File: config.mk
export PLATFORM = sky130hd
export DESIGN_NAME = cash_denomination_dispenser_top
export DESIGN_NICKNAME = d
export VERILOG_FILES = /design/src/cdd_pkg.sv /design/src/cdd_split.sv /design/src/cdd_bank.sv /design/src/cash_denomination_dispenser_top.sv
export SDC_FILE = /design/constraint.sdc
export NUM_CORES = 2
export LEC_CHECK = 0
export BUFFER_PORTS_ARGS = -buffer_cell sky130_fd_sc_hd__buf_2
export CORE_UTILIZATION = 58
export CTS_BUF_LIST = sky130_fd_sc_hd__clkbuf_16
export CTS_CLUSTER_DIAMETER = 120
export DETAILED_ROUTE_END_ITERATION = 7
export PLACE_DENSITY = 0.74
export SLEW_MARGIN = 25
export SYNTH_ARGS = -nofsm -noshare
export SYNTH_HDL_FRONTEND = slang
export SYNTH_SLANG_ARGS = --single-unit
export TNS_END_PERCENT = 100
File: constraint.sdc
create_clock -name i_clk -period 9.4 [get_ports i_clk]
set_input_delay 2.82 -clock i_clk [delete_from_list [all_inputs] [get_ports i_clk]]
set_output_delay 2.82 -clock i_clk [all_outputs]
set_load 0.01 [all_outputs]
File: src/cdd_pkg.sv
// Shared types, constants and helpers of the cash denomination dispenser.
package cdd_pkg;

    localparam int COUNT_BITS = 16;
    localparam int NUM_DENOMS = 15;
    localparam int AMOUNT_W   = 27;
    localparam int VALUE_W    = 16;
    localparam int BAL_W      = 33;
    localparam int IDX_W      = 4;
    // The greedy split never takes more than 2684 pieces of one denomination.
    localparam int PIECE_W    = 12;
    localparam int REM_W      = 17;
    localparam int DENOM_W    = 16;
    localparam int PROD_W     = COUNT_BITS + DENOM_W;
    localparam int CHK_W      = ((COUNT_BITS > PIECE_W) ? COUNT_BITS : PIECE_W) + 1;
    localparam int SAT_W      = (COUNT_BITS > VALUE_W) ? COUNT_BITS : VALUE_W;

    // Largest denomination is 16 * 3125; this is floor(2^32 / 3125).
    localparam int RECIP_SHIFT = 32;
    localparam int RECIP_IN_W  = AMOUNT_W - 4;
    localparam int RECIP_W     = 21;
    localparam int RPROD_W     = RECIP_IN_W + RECIP_W;
    localparam logic [RECIP_W-1:0] RECIP_M = 21'd1374389;

    typedef logic [COUNT_BITS-1:0] t_count;
    typedef logic [PIECE_W-1:0]    t_piece;
    typedef logic [IDX_W-1:0]      t_idx;
    typedef logic [AMOUNT_W-1:0]   t_amount;
    typedef logic [BAL_W-1:0]      t_balance;
    typedef logic [1:0]            t_status;

    localparam t_status ST_OK       = 2'd0;
    localparam t_status ST_LIMITS   = 2'd1;
    localparam t_status ST_STOCK    = 2'd2;
    localparam t_status ST_OVERFLOW = 2'd3;

    typedef enum logic [1:0] {
        KIND_WITHDRAW = 2'd0,
        KIND_DEPOSIT  = 2'd1,
        KIND_LOAD     = 2'd2
    } t_kind;

    localparam logic [1:0] REG_MIN_WD = 2'd0;
    localparam logic [1:0] REG_MAX_WD = 2'd1;

    localparam logic [DENOM_W-1:0] DENOM_TAB [NUM_DENOMS] = '{
        16'd50000, 16'd20000, 16'd10000, 16'd5000, 16'd2000, 16'd1000,
        16'd500, 16'd200, 16'd100, 16'd50, 16'd25, 16'd10, 16'd5, 16'd2, 16'd1
    };

    typedef struct packed {
        logic load;
        logic init;
        logic step;
    } t_split_ctl;

    typedef struct packed {
        logic   load_we;
        t_idx   load_idx;
        t_count load_val;
        logic   piece_we;
        logic   apply_en;
        logic   sub;
        t_idx   idx;
        logic   acc_clr;
        logic   mul_en;
    } t_bank_ctl;

    typedef struct packed {
        logic short_stock;
        logic overflow;
    } t_bank_chk;

    // Saturate a loaded value to the count width.
    function automatic t_count sat_count(input logic [VALUE_W-1:0] v);
        logic [SAT_W-1:0] ext_v;
        logic [SAT_W-1:0] ext_max;
        ext_v   = SAT_W'(v);
        ext_max = SAT_W'({COUNT_BITS{1'b1}});
        if (ext_v > ext_max) begin
            return {COUNT_BITS{1'b1}};
        end
        return COUNT_BITS'(ext_v);
    endfunction

endpackage

File: src/cdd_split.sv
// Greedy split unit: one denomination per step through a shared compare-subtract.
module cdd_split (
    input  logic                i_clk,
    input  cdd_pkg::t_split_ctl i_ctl,
    input  cdd_pkg::t_amount    i_amount,
    input  cdd_pkg::t_idx       i_idx,
    output cdd_pkg::t_piece     o_pieces
);
    import cdd_pkg::*;

    t_amount            r_amt;
    logic [RPROD_W-1:0] r_prod;
    t_piece             r_qe;
    logic [REM_W-1:0]   r_rem;

    t_piece           qe;
    t_amount          qe_val;
    logic [REM_W-1:0] d;
    logic [REM_W-1:0] d2;
    logic [1:0]       extra;
    logic [REM_W-1:0] sub_val;
    t_piece           base;

    always_comb begin
        qe     = r_prod[RPROD_W-1:RECIP_SHIFT];
        qe_val = AMOUNT_W'(qe) * AMOUNT_W'(DENOM_TAB[0]);
        d      = REM_W'(DENOM_TAB[i_idx]);
        d2     = d << 1;
        // The remainder stays below three times the current denomination.
        if (r_rem >= d2) begin
            extra   = 2'd2;
            sub_val = d2;
        end else if (r_rem >= d) begin
            extra   = 2'd1;
            sub_val = d;
        end else begin
            extra   = 2'd0;
            sub_val = '0;
        end
        base     = (i_idx == '0) ? r_qe : '0;
        o_pieces = base + PIECE_W'(extra);
    end

    always_ff @(posedge i_clk) begin
        if (i_ctl.load) begin
            r_amt <= i_amount;
        end
        // Quotient estimate by the largest denomination; low by at most one.
        r_prod <= RPROD_W'(r_amt[AMOUNT_W-1:4]) * RPROD_W'(RECIP_M);
        if (i_ctl.init) begin
            r_qe  <= qe;
            r_rem <= REM_W'(r_amt - qe_val);
        end else if (i_ctl.step) begin
            r_rem <= r_rem - sub_val;
        end
    end

endmodule

File: src/cdd_bank.sv
// Denomination count store with stock checks, count update and balance sum.
module cdd_bank (
    input  logic               i_clk,
    input  logic               i_rst_n,
    input  cdd_pkg::t_bank_ctl i_ctl,
    input  cdd_pkg::t_piece    i_pieces,
    output cdd_pkg::t_bank_chk o_chk,
    output cdd_pkg::t_balance  o_balance
);
    import cdd_pkg::*;

    t_count            r_counts [NUM_DENOMS];
    t_piece            r_pieces [NUM_DENOMS];
    logic [PROD_W-1:0] r_bprod;
    logic              r_acc_en;
    t_balance          r_bal;

    t_count           cnt;
    t_piece           stored_p;
    t_count           n_cnt;
    logic [CHK_W-1:0] cnt_ext;
    logic [CHK_W-1:0] p_ext;

    always_comb begin
        cnt      = r_counts[i_ctl.idx];
        stored_p = r_pieces[i_ctl.idx];
        cnt_ext  = CHK_W'(cnt);
        p_ext    = CHK_W'(i_pieces);
        o_chk.short_stock = cnt_ext < p_ext;
        o_chk.overflow    = (cnt_ext + p_ext) > CHK_W'({COUNT_BITS{1'b1}});
        // A passed check guarantees the piece count fits the count width here.
        if (!i_ctl.apply_en) begin
            n_cnt = cnt;
        end else if (i_ctl.sub) begin
            n_cnt = cnt - COUNT_BITS'(stored_p);
        end else begin
            n_cnt = cnt + COUNT_BITS'(stored_p);
        end
    end

    always_ff @(posedge i_clk) begin
        if (!i_rst_n) begin
            for (int i = 0; i < NUM_DENOMS; i++) begin
                r_counts[i] <= '0;
            end
            r_acc_en <= 1'b0;
        end else begin
            if (i_ctl.load_we) begin
                r_counts[i_ctl.load_idx] <= i_ctl.load_val;
            end else if (i_ctl.apply_en) begin
                r_counts[i_ctl.idx] <= n_cnt;
            end
            r_acc_en <= i_ctl.mul_en;
        end
    end

    always_ff @(posedge i_clk) begin
        if (i_ctl.piece_we) begin
            r_pieces[i_ctl.idx] <= i_pieces;
        end
        if (i_ctl.mul_en) begin
            r_bprod <= PROD_W'(n_cnt) * PROD_W'(DENOM_TAB[i_ctl.idx]);
        end
        if (i_ctl.acc_clr) begin
            r_bal <= '0;
        end else if (r_acc_en) begin
            r_bal <= r_bal + BAL_W'(r_bprod);
        end
    end

    assign o_balance = r_bal;

endmodule

File: src/cash_denomination_dispenser_top.sv
// Top level of the cash denomination dispenser: sequencer, limits and ports.
//
//  channel   | handshake              | payload
//  ----------+------------------------+------------------------------------------
//  request   | start, busy            | i_kind, i_amount, i_denom_index,
//            |                        | i_count_value
//  result    | o_done (one cycle)     | o_status, o_total_balance
//  config    | i_cfg_we               | i_cfg_idx, i_cfg_data
//
// A withdrawal or deposit runs from acceptance to the result cycle through the
// quotient estimate (S_EST, S_REM), 15 split steps through the shared
// compare-subtract unit, 15 count update steps, one accumulate and the result.
// A load, an unused kind or a withdrawal outside the limits skips the split and
// goes straight to the count update steps. busy stays high through the result cycle.
// Reset is synchronous and clears all counts and restores the default limits.
// The result is shown for one cycle only and the receiver cannot stall it.
module cash_denomination_dispenser_top (
    input  logic                           i_clk,
    input  logic                           i_rst_n,
    input  logic                           start,
    output logic                           busy,
    input  logic [1:0]                     i_kind,
    input  cdd_pkg::t_amount               i_amount,
    input  cdd_pkg::t_idx                  i_denom_index,
    input  logic [cdd_pkg::VALUE_W-1:0]    i_count_value,
    output logic                           o_done,
    output cdd_pkg::t_status               o_status,
    output cdd_pkg::t_balance              o_total_balance,
    input  logic                           i_cfg_we,
    input  logic [1:0]                     i_cfg_idx,
    input  cdd_pkg::t_amount               i_cfg_data
);
    import cdd_pkg::*;

    typedef enum logic [6:0] {
        S_IDLE  = 7'b0000001,
        S_EST   = 7'b0000010,
        S_REM   = 7'b0000100,
        S_SPLIT = 7'b0001000,
        S_APPLY = 7'b0010000,
        S_TAIL  = 7'b0100000,
        S_DONE  = 7'b1000000
    } t_state;

    t_state     r_state, n_state;
    t_idx       r_idx, n_idx;
    t_status    r_status, n_status;
    logic [1:0] r_kind;
    t_amount    r_min, r_max;

    logic       accept;
    logic       limit_bad;
    logic       idx_ok;
    logic       last;
    logic       is_move;
    t_split_ctl split_ctl;
    t_bank_ctl  bank_ctl;
    t_bank_chk  chk;
    t_piece     pieces;
    t_balance   balance;

    assign busy      = (r_state != S_IDLE);
    assign accept    = start && !busy;
    assign limit_bad = (i_amount < r_min) || (i_amount > r_max);
    assign idx_ok    = i_denom_index < IDX_W'(NUM_DENOMS);
    assign last      = (r_idx == IDX_W'(NUM_DENOMS - 1));
    assign is_move   = (r_kind == KIND_WITHDRAW) || (r_kind == KIND_DEPOSIT);

    always_comb begin
        split_ctl.load = accept;
        split_ctl.init = (r_state == S_REM);
        split_ctl.step = (r_state == S_SPLIT);

        bank_ctl.load_we  = accept && (i_kind == KIND_LOAD) && idx_ok;
        bank_ctl.load_idx = i_denom_index;
        bank_ctl.load_val = sat_count(i_count_value);
        bank_ctl.piece_we = (r_state == S_SPLIT);
        bank_ctl.apply_en = (r_state == S_APPLY) && is_move && (r_status == ST_OK);
        bank_ctl.sub      = (r_kind == KIND_WITHDRAW);
        bank_ctl.idx      = r_idx;
        bank_ctl.acc_clr  = accept;
        bank_ctl.mul_en   = (r_state == S_APPLY);
    end

    always_comb begin
        n_state  = r_state;
        n_idx    = r_idx;
        n_status = r_status;
        unique case (r_state)
            S_IDLE: begin
                if (accept) begin
                    n_idx    = '0;
                    n_status = ST_OK;
                    if (i_kind == KIND_WITHDRAW && limit_bad) begin
                        n_status = ST_LIMITS;
                        n_state  = S_APPLY;
                    end else if (i_kind == KIND_WITHDRAW || i_kind == KIND_DEPOSIT) begin
                        n_state = S_EST;
                    end else begin
                        n_state = S_APPLY;
                    end
                end
            end
            S_EST: begin
                n_state = S_REM;
            end
            S_REM: begin
                n_state = S_SPLIT;
            end
            S_SPLIT: begin
                // Any short or overflowing denomination refuses the whole transaction.
                if (r_kind == KIND_WITHDRAW && chk.short_stock) begin
                    n_status = ST_STOCK;
                end else if (r_kind == KIND_DEPOSIT && chk.overflow) begin
                    n_status = ST_OVERFLOW;
                end
                if (last) begin
                    n_idx   = '0;
                    n_state = S_APPLY;
                end else begin
                    n_idx = r_idx + 1'b1;
                end
            end
            S_APPLY: begin
                if (last) begin
                    n_idx   = '0;
                    n_state = S_TAIL;
                end else begin
                    n_idx = r_idx + 1'b1;
                end
            end
            S_TAIL: begin
                n_state = S_DONE;
            end
            S_DONE: begin
                n_state = S_IDLE;
            end
            default: begin
                n_state = S_IDLE;
            end
        endcase
    end

    always_ff @(posedge i_clk) begin
        if (!i_rst_n) begin
            r_state <= S_IDLE;
            r_idx   <= '0;
            r_min   <= AMOUNT_W'(10000);
            r_max   <= AMOUNT_W'(500000);
        end else begin
            r_state <= n_state;
            r_idx   <= n_idx;
            if (i_cfg_we) begin
                unique case (i_cfg_idx)
                    REG_MIN_WD: r_min <= i_cfg_data;
                    REG_MAX_WD: r_max <= i_cfg_data;
                    default: begin
                    end
                endcase
            end
        end
    end

    always_ff @(posedge i_clk) begin
        r_status <= n_status;
        if (accept) begin
            r_kind <= i_kind;
        end
    end

    cdd_split u_split (
        .i_clk    (i_clk),
        .i_ctl    (split_ctl),
        .i_amount (i_amount),
        .i_idx    (r_idx),
        .o_pieces (pieces)
    );

    cdd_bank u_bank (
        .i_clk     (i_clk),
        .i_rst_n   (i_rst_n),
        .i_ctl     (bank_ctl),
        .i_pieces  (pieces),
        .o_chk     (chk),
        .o_balance (balance)
    );

    assign o_done          = (r_state == S_DONE);
    assign o_status        = r_status;
    assign o_total_balance = balance;

    a_accept_busy: assert property (@(posedge i_clk) disable iff (!i_rst_n)
        (start && !busy) |=> busy)
        else $error("accepted transaction did not make the block busy");

    a_done_single: assert property (@(posedge i_clk) disable iff (!i_rst_n)
        o_done |=> !o_done)
        else $error("result strobe lasted more than one cycle");

    a_done_idle: assert property (@(posedge i_clk) disable iff (!i_rst_n)
        o_done |=> !busy)
        else $error("block did not return to idle after the result");

    a_ovf_deposit: assert property (@(posedge i_clk) disable iff (!i_rst_n)
        (o_done && o_status == ST_OVERFLOW) |-> (r_kind == KIND_DEPOSIT))
        else $error("overflow status on a transaction that is not a deposit");

    a_limits_withdraw: assert property (@(posedge i_clk) disable iff (!i_rst_n)
        (o_done && o_status == ST_LIMITS) |-> (r_kind == KIND_WITHDRAW))
        else $error("limit status on a transaction that is not a withdrawal");

endmodule

Yosys cells after proc, flatten, opt, wreduce, memory -nomap -nowiden
Memory sizes are Yosys's and may differ from the RTL's. A register that Yosys moved wholly into a read port is not among the register bits.
Cells that the tools add are included.

word-level totals
  register bits = 235
  bits in writable memories = 420
  bits in read-only memories = 256
  input port bits = 82
  output and inout port bits = 37
  logic and storage cells = 130
  memories kept = 3

memories
  name              depth  bits a word  read ports  clocked after Yosys merged registers in  wr ports  RTL line        RTL
  (name not given)  16     16           1           0                                        0         cdd_bank.sv:62  r_bprod <= PROD_W'(n_cnt) * PROD_W'(DENOM_TAB[i_ctl.idx]);
  u_bank.r_counts   15     16           1           1                                        15        cdd_bank.sv:12  t_count r_counts [NUM_DENOMS];
  u_bank.r_pieces   15     12           1           1                                        1         cdd_bank.sv:13  t_piece r_pieces [NUM_DENOMS];

operators by class
  $add $sub $neg = 8
  multiply operators = 3
  magnitude comparators = 9
  equality and inequality tests = 17
  muxes and demuxes = 48
  bitwise operators = 1
  reduce and logical (&&, ||, !) cells = 28

operators by type and width
  operator                                                                           number
  16-bit 2-to-1 mux                                                                  9
  17-bit 2-to-1 mux                                                                  3
  23-bit by 21-bit multiplier with 44-bit output, second input constant              1
  7-bit case mux with 6 select lines                                                 1
  17-bit subtractor                                                                  2
  33-bit by 32-bit adder with 33-bit output                                          1
  16-bit by 16-bit multiplier with 32-bit output                                     1
  4-bit 2-to-1 mux                                                                   8
  16-bit OR reduction                                                                2
  27-bit greater-than comparator                                                     1
  27-bit < comparator                                                                1
  7-bit 2-to-1 mux                                                                   3
  16-bit by 12-bit adder with 17-bit output                                          1
  17-bit by 16-bit greater-or-equal comparator with 1-bit output                     1
  17-bit greater-or-equal comparator                                                 1
  17-bit by 16-bit greater-than comparator with 1-bit output, second input constant  1
  16-bit by 12-bit adder with 16-bit output                                          1
  16-bit greater-than comparator, second input constant                              1
  16-bit by 12-bit < comparator with 1-bit output                                    1
  16-bit by 12-bit subtractor with 16-bit output                                     1
  1-bit 2-to-1 mux                                                                   15
  12-bit by 12-bit multiplier with 13-bit output, second input constant              1
  12-bit by 2-bit adder with 12-bit output                                           1
  12-bit 2-to-1 mux                                                                  1
  other kinds (30)                                                                   55

Depth between registers and ports, before layout
  depth in word-level cells = 14
  gate-level depth with buffers = 45
  gate-level depth less buffers = 40

Hierarchy
Synthesis repeated with hierarchy kept, for this count alone.

unflattened totals
  cell total of the unflattened synthesis = 4699
  area total of the unflattened synthesis = 50796.2 um2

modules (own cells, without submodules)
  module                           times used  cells an instance  area each (um2)
  cdd_bank                         1           2839               32383.6
  cdd_split                        1           1359               14317.5
  cash_denomination_dispenser_top  1           501                4095.2

Worst setup path after synthesis
No wires, ideal clock.

  path type = reg2reg
  from = reg with a tool-made name
  to = reg u_bank.r_bprod[29], data pin
  setup time = 0.258 ns
  arrival time = 9.457 ns
  data required time = 9.142 ns
  setup slack = -0.315 ns
  stages on the path, launching flop included = 39
  path buffers = 5
  period minus slack after synthesis = 9.715 ns
  path through = dfxtp_1 -> buf_2 -> buf_2 -> clkbuf_1 -> clkbuf_1 -> mux4_2 -> mux4_2 -> inv_1 -> ha_1 -> inv_1 -> fa_1 -> a21o_1 -> a21oi_1 -> o21bai_1 -> a21o_1 -> a21oi_1 -> a211oi_1 -> or3_1 -> (+3 left out) -> fa_1 -> inv_1 -> fa_1 -> inv_1 -> fa_1 -> fa_1 -> fa_1 -> inv_1 -> fa_1 -> inv_1 -> ha_1 -> a2111oi_0 -> o21ai_0 -> o22ai_1 -> nor2_1 -> a311o_1 -> a21oi_1 -> xnor2_1

RTL lines
  item                  RTL line        RTL
  to (signal assigned)  cdd_bank.sv:62
  to (decl)             cdd_bank.sv:14  logic [PROD_W-1:0] r_bprod;

==> parameters.txt <==
Parameter                              Value

Status
  Result of the run    complete, no violations

Detailed routing
  Remaining routing DRC violations    0
  Post-detailed-route wirelength per cell    21.5 µm
  Remaining antenna violation count after routing    0
  Detailed-route wire length    130000 µm
  DR pass1 iterations    6
  First DRT Iteration DRCs    slightly below 3000
  Number of vias per cell after detailed routing    5.89
  Routed vias    about 36000

Finish
  Most common cell after layout, fill and taps aside    inv_1
  Layout cell share with drive strength beyond 1    14.9%
  Number of standard cells in the final layout excluding fillers    about 6000
  Area delta synth->final    12.3%
  Net count, final    5902
  Design area    between 0.05 and 0.06 mm²
  Top library cells by usage in the layout, fill and taps aside    751 x inv_1, 581 x ha_1, 528 x edfxtp_1, 463 x nor2_1, 405 x fa_1

Timing
  Slew Viols, Final    0
  Final worst-path cycle share    just under 100%
  Setup violators final    0
  Slew of the pin with the lowest slew margin    between 1000 and 1500 ps
  Final hold viol count    0
  RSZ-0062 raised after global routing    yes
  Shortest period the worst path allows    around 9300 ps
  Worst setup skew after layout    a little under 50 ps
  Final-layout setup total negative slack    0 ps
  Worst slew margin relative to its limit    30.2%
  Maximum operating frequency    ~110 MHz

Placement
  Number of buffers inserted by port buffering    118
  Weighted congestion at the end of routability-driven global placement    roughly 0.95
  Inst Count DP    5877
  DP HPWL    94500 µm
  Instance area after placement    roughly 0.054 mm²

GRT
  Largest net degree at the start of global routing    84
  Via count of the first global-routing pass    36200
  GRT Residual Overflow    0
  Number of antenna violations at the first check in global routing    1
  Total routing usage reported by global routing    just under 30%
  Global-route wire length before repair    around 200000 µm

Setup path
  Cell type of the slowest stage on the worst timing path    fa_1
  Crit path kind    flip-flop to flip-flop
  Crit path DAT    just under 10000 ps
  Kind of cell adding the most delay to the critical path    adder cells
  Worst Path Max Fanout    10
  Crit path capture type    flip-flop
  Buffers plus inverters on the worst setup path    8
  CP Launch Type    flip-flop
  Slowest Stage Delay on Critical Path    ~560 ps
  Required arrival time at the worst endpoint    between 9000 and 10000 ps
  Most common cell on crit path    fa_1

Clock tree
  TritonCTS buffer count    73
  Maximum count of clock buffers along a single path    3
  Post-CTS clock slew at the launch and capture registers of the worst setup and hold paths    60 ps
  Number of hold-repair buffers added at the cts stage    0
  CTS tree    yes
  Clock network latency to the later pin of the worst-skew pair    between 600 and 700 ps
  Depth of the CTS H-tree    3
  Library cell used as clock root buffer    clkbuf_16
  Sinks on the clock net    around 640

Die
  Die extent in x    297 µm
  Chip height    297 µm
  Initial Utilization    between 50% and 60%
  Core Area    between 0.08 and 0.09 mm²
  Number of ports placed on the die boundary    around 120
  Die Outline Area    just under 0.09 mm²
  Row count    roughly 110

Yosys
  Net count after synthesis    ~5600
  Mean instance size in the synthesized netlist    about 11 µm²
  Distinct cell type count after synthesis    82
  Syn. warnings    0
  Number of register bits inferred by synthesis    between 600 and 700
  Most instantiated flip-flop cell in the synthesis netlist    edfxtp_1
  Async set-or-reset flop fraction in the synthesized netlist    0%
  Synth Instances    4552
  Number of enable flip-flop cells after synthesis    528
  Syn Std Cell Area    between 0.05 and 0.06 mm²
  Seq/Total Area, Yosys    between 30% and 40%

Run
  Maxcap violations    0

Hold path
  Class of the tightest hold or removal check    flip-flop to flip-flop
[worst reg2reg max path: cells and delay by family (launching register included)]
| kind | cells | cell delay [ps] |
|---|---|---|
| XOR/XNOR | 3 | 500 |
| buffers and inverters | 8 | 720 |
| AND/OR/NAND/NOR | 6 | 850 |
| adder cells (fa/ha/maj) | 8 | 3660 |
| flip-flops | 1 | 470 |
| multiplexers | 2 | 1030 |
| AO/OA/AOI/OAI | 10 | 1800 |
[registers in the layout, indices dropped and copies added, names as in the netlist, 4 cells and up, named ones only]
| name | flops |
|---|---|
| r_idx | 4 |
| u_split.r_prod | 12 |
| r_state | 7 |
| u_bank.r_bprod | 32 |
| r_max | 27 |
| u_split.r_amt | 27 |
| u_bank.r_counts | 256 |
| u_split.r_qe | 12 |
| u_bank.r_pieces | 180 |
| u_bank.o_balance | 33 |
| u_split.r_rem | 17 |
| r_min | 27 |
[worst paths after layout]
path	startpoint	to	slack [ps]	depth (start not counted)
worst max-delay path	flip-flop	u_bank.r_bprod[28]	90	37
worst max register to register	flip-flop	u_bank.r_bprod[28]	90	37
worst min-delay path	u_split.r_prod[43]	u_split.r_qe[11]	450	0
worst min register to register	u_split.r_prod[43]	u_split.r_qe[11]	450	0
[layout make-up]
class                   instances  area (µm²)
multi-input cells            3015       29400
fillers                      6547       28900
flip-flops and latches        643       18200
inverters                     751        2820
repair buffers                345        2440
clock buffers                  76        1900
well taps                    1144        1430
clock inverters                57         572
diodes                          1        2.50
[routing by layer]
metal,vias to the layer above,track usage [%],routed length (µm)
met5,-,0,0
met4,0,12.9,6180
met3,359,4.27,10700
met2,1640,48.8,62300
met1,17500,38.2,50300
li1,16000,-,-
[cells in the mapped netlist (23+ instances only)]
| master | number | area (µm²) |
|---|---|---|
| a21oi_1 | 127 | 636 |
| mux4_2 | 109 | 2450 |
| a31oi_1 | 27 | 169 |
| and2_1 | 50 | 313 |
| nand4_1 | 23 | 144 |
| buf_2 | 25 | 125 |
| clkbuf_1 | 93 | 349 |
| a21boi_0 | 46 | 345 |
| a211oi_1 | 27 | 203 |
| edfxtp_1 | 528 | 15900 |
| nand2b_1 | 55 | 344 |
| mux2i_1 | 36 | 360 |
| inv_1 | 741 | 2780 |
| and3_1 | 25 | 156 |
| nand3_1 | 30 | 150 |
| dfxtp_1 | 115 | 2300 |
| o211ai_1 | 36 | 270 |
| o21ai_0 | 89 | 445 |
| nor3_1 | 30 | 150 |
| xor2_1 | 53 | 464 |
| nand2_1 | 362 | 1360 |
| fa_1 | 405 | 8110 |
| nor2_1 | 466 | 1750 |
| a21o_1 | 62 | 465 |
| o21a_1 | 25 | 188 |
| xnor2_1 | 90 | 788 |
| ha_1 | 586 | 7330 |
[cells by family (layout without fill, tap and decap cells)]
group / Yosys count / after routing / share of synthesized area (%)
simple gates: 1133 / 1133 / 9.94
fa+ha+maj: 991 / 991 / 30.6
buf+inv: 894 / 1229 / 6.92
flops: 643 / 643 / 35.9
compound gates: 571 / 571 / 7.48
mux: 175 / 175 / 6.62
xor+xnor: 145 / 145 / 2.54
other cells: 0 / 1 / 0
[metrics by stage]
step | util, % | hold slack, ps | setup slack (ps)
floorplan | - | 412 | 26.4
global placement | 62.5 | 434 | 41.5
detailed placement | 62.5 | 446 | -216
CTS | 65.5 | 459 | -6.00
global route | 66.2 | 484 | -252
finish | 66.2 | 454 | 87.9
[timing repair]
item | 4_1_cts | 5_1_grt
resized for setup | 12 | 95
buffers inserted | 1 | 18
gates cloned | 0 | 2
endpoints found under the hold margin | 0 | 0
pin swaps | 3 | 39
setup endpoints to repair | 7 | 15
Power is left out: the tool's default activity adds up to more than one toggle a clock period on the data nets, which glitch-free logic cannot reach.
